===== src/hdl/sti_pkg.sv =====
// sti_pkg: shared types and constants for the sorted table core
// no dependencies
package sti_pkg;

   // default table depth
   localparam int unsigned CAPACITY_DEF = 16;

   // request operation codes
   localparam logic CMD_INSERT = 1'b0;
   localparam logic CMD_DELETE = 1'b1;

   // response status codes
   typedef enum logic [1:0] {
      ST_DONE      = 2'd0,
      ST_FULL      = 2'd1,
      ST_NOT_FOUND = 2'd2
   } status_type;

   // controller states
   typedef enum logic {
      S_IDLE = 1'b0,
      S_RESP = 1'b1
   } state_type;

   // controller to datapath commands
   typedef struct packed {
      logic exec;
   } ctl_type;

endpackage


===== src/hdl/sti_if.sv =====
// sti_if: request and response channel interfaces for the sorted table core
// no dependencies
interface sti_req_if;
   logic               valid;
   logic               ready;
   logic               cmd;
   logic signed [31:0] value;

   modport source (output valid, output cmd, output value, input ready);
   modport sink   (input valid, input cmd, input value, output ready);
endinterface

interface sti_rsp_if;
   logic               valid;
   logic               ready;
   logic [1:0]         status;
   logic [4:0]         entry_count;
   logic signed [31:0] smallest;
   logic               is_empty;

   modport source (output valid, output status, output entry_count, output smallest,
                   output is_empty, input ready);
   modport sink   (input valid, input status, input entry_count, input smallest,
                   input is_empty, output ready);
endinterface


===== src/hdl/sti_ctrl.sv =====
// sti_ctrl: request/response handshake controller
// depends on sti_pkg
module sti_ctrl
   import sti_pkg::*;
(
   input  logic    clock,
   input  logic    reset,
   input  logic    req_valid,
   output logic    req_ready,
   output logic    rsp_valid,
   input  logic    rsp_ready,
   output ctl_type ctl
);

   state_type state_ff, state_in;
   logic      accept;

   assign accept = req_valid && req_ready;

   always_comb begin
      state_in = state_ff;
      case (state_ff)
         S_IDLE: begin
            if (accept) state_in = S_RESP;
         end
         S_RESP: begin
            if (accept) state_in = S_RESP;
            else if (rsp_ready) state_in = S_IDLE;
         end
         default: state_in = S_IDLE;
      endcase
   end

   always_comb begin
      req_ready = 1'b0;
      rsp_valid = 1'b0;
      case (state_ff)
         S_IDLE: begin
            req_ready = 1'b1;
         end
         S_RESP: begin
            rsp_valid = 1'b1;
            req_ready = rsp_ready;
         end
         default: begin
            req_ready = 1'b0;
            rsp_valid = 1'b0;
         end
      endcase
      ctl.exec = accept;
   end

   always_ff @(posedge clock) begin
      if (reset) state_ff <= S_IDLE;
      else state_ff <= state_in;
   end

endmodule


===== src/hdl/sti_dpath.sv =====
// sti_dpath: row of compare cells holding the sorted entries, count and status
// depends on sti_pkg
module sti_dpath
   import sti_pkg::*;
#(
   parameter int unsigned CAPACITY = CAPACITY_DEF,
   localparam int unsigned CW = $clog2(CAPACITY + 1)
) (
   input  logic               clock,
   input  logic               reset,
   input  ctl_type            ctl,
   input  logic               cmd,
   input  logic signed [31:0] value,
   output status_type         status,
   output logic [CW-1:0]      count,
   output logic [4:0]         entry_count,
   output logic signed [31:0] smallest,
   output logic               is_empty
);

   logic signed [31:0] cells_ff [CAPACITY];
   logic signed [31:0] cells_in [CAPACITY];
   logic [CW-1:0]      count_ff, count_in;
   status_type         status_ff, status_in;

   logic [CAPACITY-1:0] valid, gtv, eqv, gev, at_end;
   logic                full, found;
   logic [31:0]         count_ext;

   // per-cell compares against the request value
   for (genvar i = 0; i < CAPACITY; i++) begin : g_cmp
      assign valid[i]  = CW'(i) < count_ff;
      assign at_end[i] = CW'(i) == count_ff;
      assign gtv[i]    = valid[i] && (cells_ff[i] > value);
      assign eqv[i]    = valid[i] && (cells_ff[i] == value);
      assign gev[i]    = valid[i] && (cells_ff[i] >= value);
   end

   assign full  = count_ff == CW'(CAPACITY);
   assign found = |eqv;

   // each cell picks hold, shift or the new value from its neighbors' compares
   for (genvar i = 0; i < CAPACITY; i++) begin : g_cell
      logic ins_shift, del_shift;
      if (i == 0) begin : g_first
         assign ins_shift = 1'b0;
      end else begin : g_rest
         assign ins_shift = gtv[i-1];
      end
      always_comb begin
         cells_in[i] = cells_ff[i];
         if (cmd == CMD_INSERT) begin
            if (!full) begin
               if (ins_shift) cells_in[i] = cells_ff[(i > 0) ? i - 1 : 0];
               else if (gtv[i] || at_end[i]) cells_in[i] = value;
            end
         end else if (del_shift) begin
            cells_in[i] = cells_ff[(i + 1 < CAPACITY) ? i + 1 : i];
         end
      end
      // sorted order puts the first equal entry at the first cell not below value
      assign del_shift = found && gev[i] && (i + 1 < CAPACITY);
   end

   always_comb begin
      count_in  = count_ff;
      status_in = ST_DONE;
      if (cmd == CMD_INSERT) begin
         if (full) status_in = ST_FULL;
         else count_in = count_ff + CW'(1);
      end else begin
         if (found) count_in = count_ff - CW'(1);
         else status_in = ST_NOT_FOUND;
      end
   end

   always_ff @(posedge clock) begin
      if (ctl.exec) begin
         for (int i = 0; i < CAPACITY; i++) cells_ff[i] <= cells_in[i];
         status_ff <= status_in;
      end
   end

   always_ff @(posedge clock) begin
      if (reset) count_ff <= '0;
      else if (ctl.exec) count_ff <= count_in;
   end

   assign count_ext   = 32'(count_ff);
   assign status      = status_ff;
   assign count       = count_ff;
   assign entry_count = count_ext[4:0];
   assign is_empty    = count_ff == '0;
   assign smallest    = is_empty ? 32'sd0 : cells_ff[0];

endmodule


===== src/hdl/sorted_table_insert_delete_core.sv =====
// sorted table core: request to response in the next cycle
// throughput one request per cycle while responses are taken; a pending response
// stalls new requests until it is accepted (single response register)
// reset clears the entry count and controller state; entry storage is not cleared
// and is only read below the count
module sorted_table_insert_delete_core
   import sti_pkg::*;
#(
   parameter int unsigned CAPACITY = CAPACITY_DEF
) (
   input  logic      clock,
   input  logic      reset,
   sti_req_if.sink   req_bus,
   sti_rsp_if.source rsp_bus
);

   localparam int unsigned CW = $clog2(CAPACITY + 1);

   ctl_type       ctl;
   status_type    status;
   logic [CW-1:0] count;

   // handshake controller: one response register, next request taken as it drains
   sti_ctrl u_ctrl (
      .clock     (clock),
      .reset     (reset),
      .req_valid (req_bus.valid),
      .req_ready (req_bus.ready),
      .rsp_valid (rsp_bus.valid),
      .rsp_ready (rsp_bus.ready),
      .ctl       (ctl)
   );

   // compare-per-cell table: insert shifts up, delete shifts down
   sti_dpath #(
      .CAPACITY (CAPACITY)
   ) u_dpath (
      .clock       (clock),
      .reset       (reset),
      .ctl         (ctl),
      .cmd         (req_bus.cmd),
      .value       (req_bus.value),
      .status      (status),
      .count       (count),
      .entry_count (rsp_bus.entry_count),
      .smallest    (rsp_bus.smallest),
      .is_empty    (rsp_bus.is_empty)
   );

   assign rsp_bus.status = status;

   // an accepted request always produces a response next cycle
   a_rsp_follows: assert property (@(posedge clock) disable iff (reset)
      (req_bus.valid && req_bus.ready) |=> rsp_bus.valid)
      else $error("no response after accepted request");

   // full status only when the table really is full
   a_full_count: assert property (@(posedge clock) disable iff (reset)
      (rsp_bus.valid && status == ST_FULL) |-> (count == CW'(CAPACITY)))
      else $error("full status with room left");

   // count never exceeds capacity
   a_count_bound: assert property (@(posedge clock) disable iff (reset)
      count <= CW'(CAPACITY))
      else $error("entry count above capacity");

   // empty table reports zero as its smallest value
   a_empty_zero: assert property (@(posedge clock) disable iff (reset)
      (rsp_bus.valid && rsp_bus.is_empty) |-> (rsp_bus.smallest == 32'sd0))
      else $error("empty table with nonzero smallest");

endmodule

===== src/flat_wrapper.sv =====
// flat-port wrapper written by rule: the top's interface ports become plain ports
module sorted_table_insert_delete_core_flat import sti_pkg::*;
#(
   parameter int unsigned CAPACITY = CAPACITY_DEF
)
  (clock, reset, req_bus_valid, req_bus_cmd, req_bus_value, req_bus_ready, rsp_bus_valid, rsp_bus_status, rsp_bus_entry_count, rsp_bus_smallest, rsp_bus_is_empty, rsp_bus_ready);
  sti_req_if req_bus_i ();
  sti_rsp_if rsp_bus_i ();
  input  logic clock;
  input  logic reset;
  input wire logic [$bits(req_bus_i.valid)-1:0] req_bus_valid;
  input wire logic [$bits(req_bus_i.cmd)-1:0] req_bus_cmd;
  input wire logic [$bits(req_bus_i.value)-1:0] req_bus_value;
  output wire logic [$bits(req_bus_i.ready)-1:0] req_bus_ready;
  output wire logic [$bits(rsp_bus_i.valid)-1:0] rsp_bus_valid;
  output wire logic [$bits(rsp_bus_i.status)-1:0] rsp_bus_status;
  output wire logic [$bits(rsp_bus_i.entry_count)-1:0] rsp_bus_entry_count;
  output wire logic [$bits(rsp_bus_i.smallest)-1:0] rsp_bus_smallest;
  output wire logic [$bits(rsp_bus_i.is_empty)-1:0] rsp_bus_is_empty;
  input wire logic [$bits(rsp_bus_i.ready)-1:0] rsp_bus_ready;
  assign req_bus_i.valid = req_bus_valid;
  assign req_bus_i.cmd = req_bus_cmd;
  assign req_bus_i.value = req_bus_value;
  assign req_bus_ready = req_bus_i.ready;
  assign rsp_bus_valid = rsp_bus_i.valid;
  assign rsp_bus_status = rsp_bus_i.status;
  assign rsp_bus_entry_count = rsp_bus_i.entry_count;
  assign rsp_bus_smallest = rsp_bus_i.smallest;
  assign rsp_bus_is_empty = rsp_bus_i.is_empty;
  assign rsp_bus_i.ready = rsp_bus_ready;
  sorted_table_insert_delete_core #(.CAPACITY(CAPACITY)) u_core (.clock(clock), .reset(reset), .req_bus(req_bus_i), .rsp_bus(rsp_bus_i));
endmodule

===== config.mk =====
export PLATFORM = sky130hd
export DESIGN_NAME = sorted_table_insert_delete_core_flat
export DESIGN_NICKNAME = d
export VERILOG_FILES = /design/src/hdl/sti_pkg.sv /design/src/hdl/sti_if.sv /design/src/hdl/sti_ctrl.sv /design/src/hdl/sti_dpath.sv /design/src/hdl/sorted_table_insert_delete_core.sv /design/src/flat_wrapper.sv
export SDC_FILE = /design/constraint.sdc
export NUM_CORES = 2
export LEC_CHECK = 0
export BUFFER_PORTS_ARGS = -buffer_cell sky130_fd_sc_hd__buf_2
export CAP_MARGIN = 20
export CORE_MARGIN = 2
export CORE_UTILIZATION = 55
export DETAILED_ROUTE_END_ITERATION = 16
export PLACE_DENSITY_LB_ADDON = 0.2
export RECOVER_POWER = 50
export SYNTH_ARGS = -nofsm -noshare
export SYNTH_HDL_FRONTEND = slang
export SYNTH_SLANG_ARGS = --single-unit

===== constraint.sdc =====
create_clock -name clock -period 8.8 [get_ports clock]
set_input_delay 0 -clock clock [delete_from_list [all_inputs] [get_ports clock]]
set_output_delay 0 -clock clock [all_outputs]
set_load 0.03 [all_outputs]

-- Word level (Yosys, flattened, before mapping)
Memory sizes are Yosys's and may differ from the RTL's.
Cells that the tools add are included.
- reduce and logical (&&, ||, !) cells: 82
- bitwise operators: 1
- eq/ne operators: 34
- $add $sub $neg: 2
- mux-type cells: 92
- order comparisons: 47
- operator list (operator ; count):
    $mux W32 ; 79
    $eq A32 B32 Y1 ; 16
    $gt A32 B32 Y1 ; 16
    $ge A32 B32 Y1 ; 15
    $logic_and A1 B1 Y1 ; 63
    $eq A4 B5 Y1 const A ; 8
    $lt A4 B5 Y1 const A ; 8
    $eq A3 B5 Y1 const A ; 4
    $lt A3 B5 Y1 const A ; 4
    $logic_or A1 B1 Y1 ; 16
    $reduce_or A16 Y1 ; 1
    $mux W5 ; 3
    $eq A2 B5 Y1 const A ; 2
    $lt A1 B5 Y1 const A ; 2
    $lt A2 B5 Y1 const A ; 2
    $mux W1 ; 6
    $add A5 B1 Y5 const B ; 1
    $eq A1 B5 Y1 const A ; 1
    $eq A5 B5 Y1 const B ; 1
    $logic_not A5 Y1 ; 1
    $sub A5 B1 Y5 const B ; 1
    $mux W2 ; 2
    $pmux W1 S2 ; 2
    $reduce_and A3 Y1 ; 1
    other kinds (3) ; 3
- logic and storage cells: 262
- memories kept: 1
- register bits after elaboration: 8
- bits in writable memories: 512
- memories (name ; words ; bits a word ; read ports ; clocked after memory_dff ; write ports ; line ; RTL):
    u_core.u_dpath.cells_ff ; 16 ; 32 ; 16 ; 0 ; 16 ; sti_dpath.sv:21 ; logic signed [31:0] cells_ff [CAPACITY];

-- Longest topological paths before layout
An unclocked memory read counts as a cell.
- word-level depth: 8
- mapped depth: 13

-- Hierarchy
From an unflattened synthesis, not the netlist that was laid out.
- cell total of the unflattened synthesis: 3577
- area, all modules: 38738.4 sq um
- modules (own cells, without submodules) (module ; instances ; cells an instance ; area an instance (sq um)):
    sti_dpath ; 1 ; 3572 ; 38683.4
    sti_ctrl ; 1 ; 5 ; 55.1

-- Worst setup path after synthesis
OpenSTA, ideal clock, no wires.
- kind: input -> register
- start: input port req_bus_value[31]
- end: memory u_core.u_dpath.cells_ff[5][0] (netlist: u_core.u_dpath.cells_ff[0][160]), enable pin
- data required time: 8320 ps
- path buffers: 1
- arrival time: 4898 ps
- setup slack: 3422 ps
- cell stages on the path: 11
- setup time: 480 ps
- path through: clkbuf_1 inv_1 ha_1 nand4_1 or4_1 nor3b_2 o2bb2ai_1 nor4_2 nand2_1 nand3_1 a311oi_1
- RTL lines (item ; line ; RTL):
    start: declaration ; flat_wrapper.sv:13 ; input wire logic [$bits(req_bus_i.value)-1:0] req_bus_value;
    end: declaration ; sti_dpath.sv:21 ;

==> impl_results.rst <==
.. list-table::
   :header-rows: 1

   * - Metric
     - Value
   * - Result of the run
     - finished with violations
   * - Violated checks
     - capacitance limit, slew limit
   * - # Max-Cap Violations
     - 18
   * - Placement row count
     - 97
   * - Number of nets in the final layout
     - 4,333
   * - Synth unique cells
     - 79
   * - Number of design rule violations left after detail routing
     - 0
   * - Number of flops mapped to enable cells by yosys
     - 514
   * - DP Wirelength
     - 84.19 mm
   * - Setup CP Type
     - in -> reg
   * - Overall die area
     - 72,330 sq um
   * - Hold-fix buffers, CTS
     - 27
   * - Via count of the first global-routing pass
     - 29,540
   * - Sequential area share after synthesis
     - 0.4029
   * - Part of the cycle the worst path needs
     - 0.7841
   * - Num CTS Buffers
     - 59
   * - Required @ worst endpoint
     - 9.07 ns
   * - Count of mapped cells out of synthesis
     - 3,780
   * - Iteration-0 DRC count of the detailed router
     - 3,516
   * - Area post-placement
     - 39,550 sq um
   * - Arrival time of the worst setup path
     - 7.17 ns
   * - Depth of the worst register-to-register path
     - 11
   * - Share of final-layout standard cells stronger than drive strength 1
     - 0.05563
   * - Power per standard cell area
     - 161.8 nW/um^2
   * - First drt pass iteration count
     - 6
   * - Critical Path End Type
     - flip-flop
   * - H-tree level count
     - 2
   * - Chain of cells forming the critical path
     - dlygate4sd3_1 > clkbuf_1 > inv_1 > ha_1 > nand4_1 > or4_1 > a31oi_1 > o21ai_0 > a21oi_4 > clkbuf_1 > nor3_1 > a21oi_4 > buf_4
   * - Worst setup path startpoint
     - req_bus_value[31]
   * - Worst-skew pair later-pin latency
     - 0.65 ns
   * - Clk_skew
     - 0.03380 ns
   * - Grt ovf
     - 0
   * - Setup TNS
     - 0 ns
   * - Post-placement setup slack
     - 3.340 ns
   * - Final Hold Slack
     - 0.01894 ns
   * - Clock root cell
     - clkbuf_16
   * - Wire length of the first global-routing pass
     - 178.8 mm
   * - Final setup slack of the worst path
     - 1.900 ns
   * - Gates resized, CTS repair
     - 0
   * - Slew @ Worst Pin
     - 4.139 ns
   * - TritonCTS clock tree
     - yes
   * - Starting utilization of the core area
     - 0.5532
   * - Maximum buffer depth of the clock tree
     - 3
   * - Wire length after detailed routing
     - 117.6 mm
   * - Startpoint of the most critical register-to-register path
     - u_core.u_dpath.cells_ff[1][69]$_DFFE_PP_
   * - Peak VDD IR
     - 0.0001542 V
   * - Aggregate global-route resource usage
     - 0.3222
   * - Internal reg-to-reg setup slack
     - 2.41 ns
   * - Share of synthesized registers carrying an async set or reset
     - 0
   * - Residual antenna-violating net count after detailed routing
     - 0
   * - Number of synthesis warnings
     - 0
   * - Clock-pin transition on the worst setup and hold timing paths
     - 0.06 ns
   * - Std-Cell Core Area
     - 69,790 sq um
   * - Final design area excluding fillers
     - 41,630 sq um
   * - Class of the worst hold path
     - in -> reg
   * - Inserted Diodes
     - 0
   * - Category of the worst setup path launch point
     - input pin
   * - RSZ-0062 raised after global routing
     - false
   * - CTS sink count
     - 520
   * - Largest net degree at the start of global routing
     - 258
   * - Buffers added on ports
     - 78
   * - Static Leakage
     - 17.25 nW
   * - I/O pin count
     - 79
   * - Die Span Y
     - 268.9 um
   * - Seq cells post-synth
     - 520
   * - Finish-stage setup viols
     - 0
   * - Via-per-instance ratio
     - 6.454
   * - Vias after detailed routing
     - 30,780
   * - Mapped Avg Cell Area
     - 10.21 sq um
   * - Tightest slew margin relative to the limit
     - -1.760
   * - Antenna violations before repair
     - 0
   * - Count of final hold-check violations
     - 0
   * - Hold Path Stages
     - 3
   * - Area growth syn-to-layout
     - 7.843%
   * - Highest cell delay on the worst timing path
     - 2.24 ns
   * - Weighted congestion reported at the end of routability-driven placement
     - 0.9621
   * - FMAX
     - 144.9 MHz
   * - Crit Path Max Fanout
     - 33
   * - Cell area after synthesis
     - 38,600 sq um
   * - Worst setup endpoint
     - u_core.u_dpath.cells_ff[1][111]$_DFFE_PP_
   * - Drt wl/cell
     - 24.67 um
   * - Number of fillers in the final layout
     - 5,980
   * - Final Critical Period
     - 6.900 ns
   * - Slowest-stage cell, CP
     - clkbuf_1
   * - Post-CTS Setup Bufs
     - 0
   * - Worst r2r dst
     - u_core.u_dpath.cells_ff[1][111]$_DFFE_PP_
   * - Primary flip-flop cell chosen by synthesis mapping
     - edfxtp_1
   * - Post-Syn Nets
     - 4,334
   * - Number of slew-limit violations in the final report
     - 836
   * - Horizontal die dimension
     - 268.9 um
state kept, by name, summed over array words and instances, names as in the netlist:
register                 count
u_core.u_ctrl.state_ff       1
u_core.u_dpath.cells_ff    512
u_core.u_dpath.count         5
u_core.u_dpath.status        2
synthesized netlist by cell type (34+ instances only):
cell / n / share of area
nand4_1: 123 / 0.020
a21o_1: 47 / 0.0091
o21ai_1: 67 / 0.0087
mux2i_1: 448 / 0.12
ha_1: 517 / 0.17
mux2_2: 34 / 0.0099
nor2_1: 48 / 0.0047
nor2b_1: 55 / 0.0089
nand2_1: 598 / 0.058
nand3_1: 61 / 0.0079
o21ai_0: 480 / 0.062
buf_4: 44 / 0.0086
clkbuf_1: 121 / 0.012
edfxtp_1: 514 / 0.40
inv_1: 75 / 0.0073
a21oi_1: 216 / 0.028
area by class of cell:
| type | count | area [sq um] | share of cell area |
|---|---|---|---|
| tap | 940 | 1176 | 0.02825 |
| multi-input combinational | 2976 | 21740 | 0.5222 |
| inverter | 75 | 281.5 | 0.006762 |
| sequential | 520 | 15550 | 0.3736 |
| clock inverter | 42 | 437.9 | 0.01052 |
| clock buffer | 69 | 1535 | 0.03688 |
| timing repair buffer | 147 | 904.6 | 0.02173 |
critical path: cells and delay by family:
| kind | cells | cell delay, ns |
|---|---|---|
| compound gates | 4 | 1.06 |
| buf+inv | 5 | 4.52 |
| simple gates | 3 | 1.00 |
| fa+ha+maj | 1 | 0.53 |
metal layers:
layer / global-route usage / vias up / part of all wire
met2: 0.5148 / 1317 / 0.45
met3: 0.04594 / 226 / 0.081
met4: 0.1008 / 0 / 0.030
met5: 0 / - / 0
met1: 0.4530 / 14880 / 0.43
li1: - / 14350 / -
worst min-delay path by stage:
stage | from | to
2_1_floorplan | reset | u_core.u_dpath.count[1]$_SDFFE_PP0P_
3_3_place_gp | req_bus_valid | u_core.u_ctrl.state_ff$_SDFF_PP0_
3_5_place_dp | req_bus_valid | u_core.u_ctrl.state_ff$_SDFF_PP0_
4_1_cts | req_bus_value[3] | u_core.u_dpath.cells_ff[0][35]$_DFFE_PP_
5_1_grt | req_bus_value[1] | u_core.u_dpath.cells_ff[0][33]$_DFFE_PP_
6_report | req_bus_value[4] | u_core.u_dpath.cells_ff[1][132]$_DFFE_PP_
through the flow:
stage / instances / power [mW] / util
4_1_cts: 4768 / 6.717 / 0.5989
5_1_grt: 4769 / 6.970 / 0.5966
6_report: 4769 / 6.737 / 0.5966
3_3_place_gp: 4629 / 4.124 / 0.5664
2_1_floorplan: 3780 / 3.804 / -
3_5_place_dp: 4630 / 4.150 / 0.5668
power by group:
group / total, mW / switching (mW) / internal, mW
Clock: 2.59 / 1.08 / 1.50
Combinational: 1.24 / 0.786 / 0.449
Sequential: 2.91 / 0.0774 / 2.84
Total: 6.74 / 1.95 / 4.79
placed cells by master (no fill, tap or decap), drive strengths merged, types with 15 or more instances in the layout:
cell,synthesis,final
nand2,599,599
o21ai,547,547
ha,517,517
edfxtp,514,514
mux2i,449,449
a21oi,220,220
clkbuf,121,128
nand4,123,123
inv,75,76
nand3,61,61
buf,88,61
nor2b,55,55
nor2,49,49
a21o,47,47
mux2,35,35
nor4,31,31
clkinv,0,30
dlygate4sd3,0,27
o211ai,20,20
a221oi,19,19
nor3,19,19
a31oi,17,17
a211oi,15,15
cell families (layout without fill, tap and decap cells):
logic type               Yosys count  count (layout)  share of synthesized area
AO/OA/AOI/OAI                    961             961                     0.1418
flip-flops                       520             520                     0.4029
AND/OR/NAND/NOR                 1005            1005                     0.1216
multiplexers                     484             484                     0.1270
XOR/XNOR                           9               9                   0.002042
buffers and inverters            284             333                    0.03711
adder cells (fa/ha/maj)          517             517                     0.1676
Note: power is estimated with default switching activity, not from simulation.
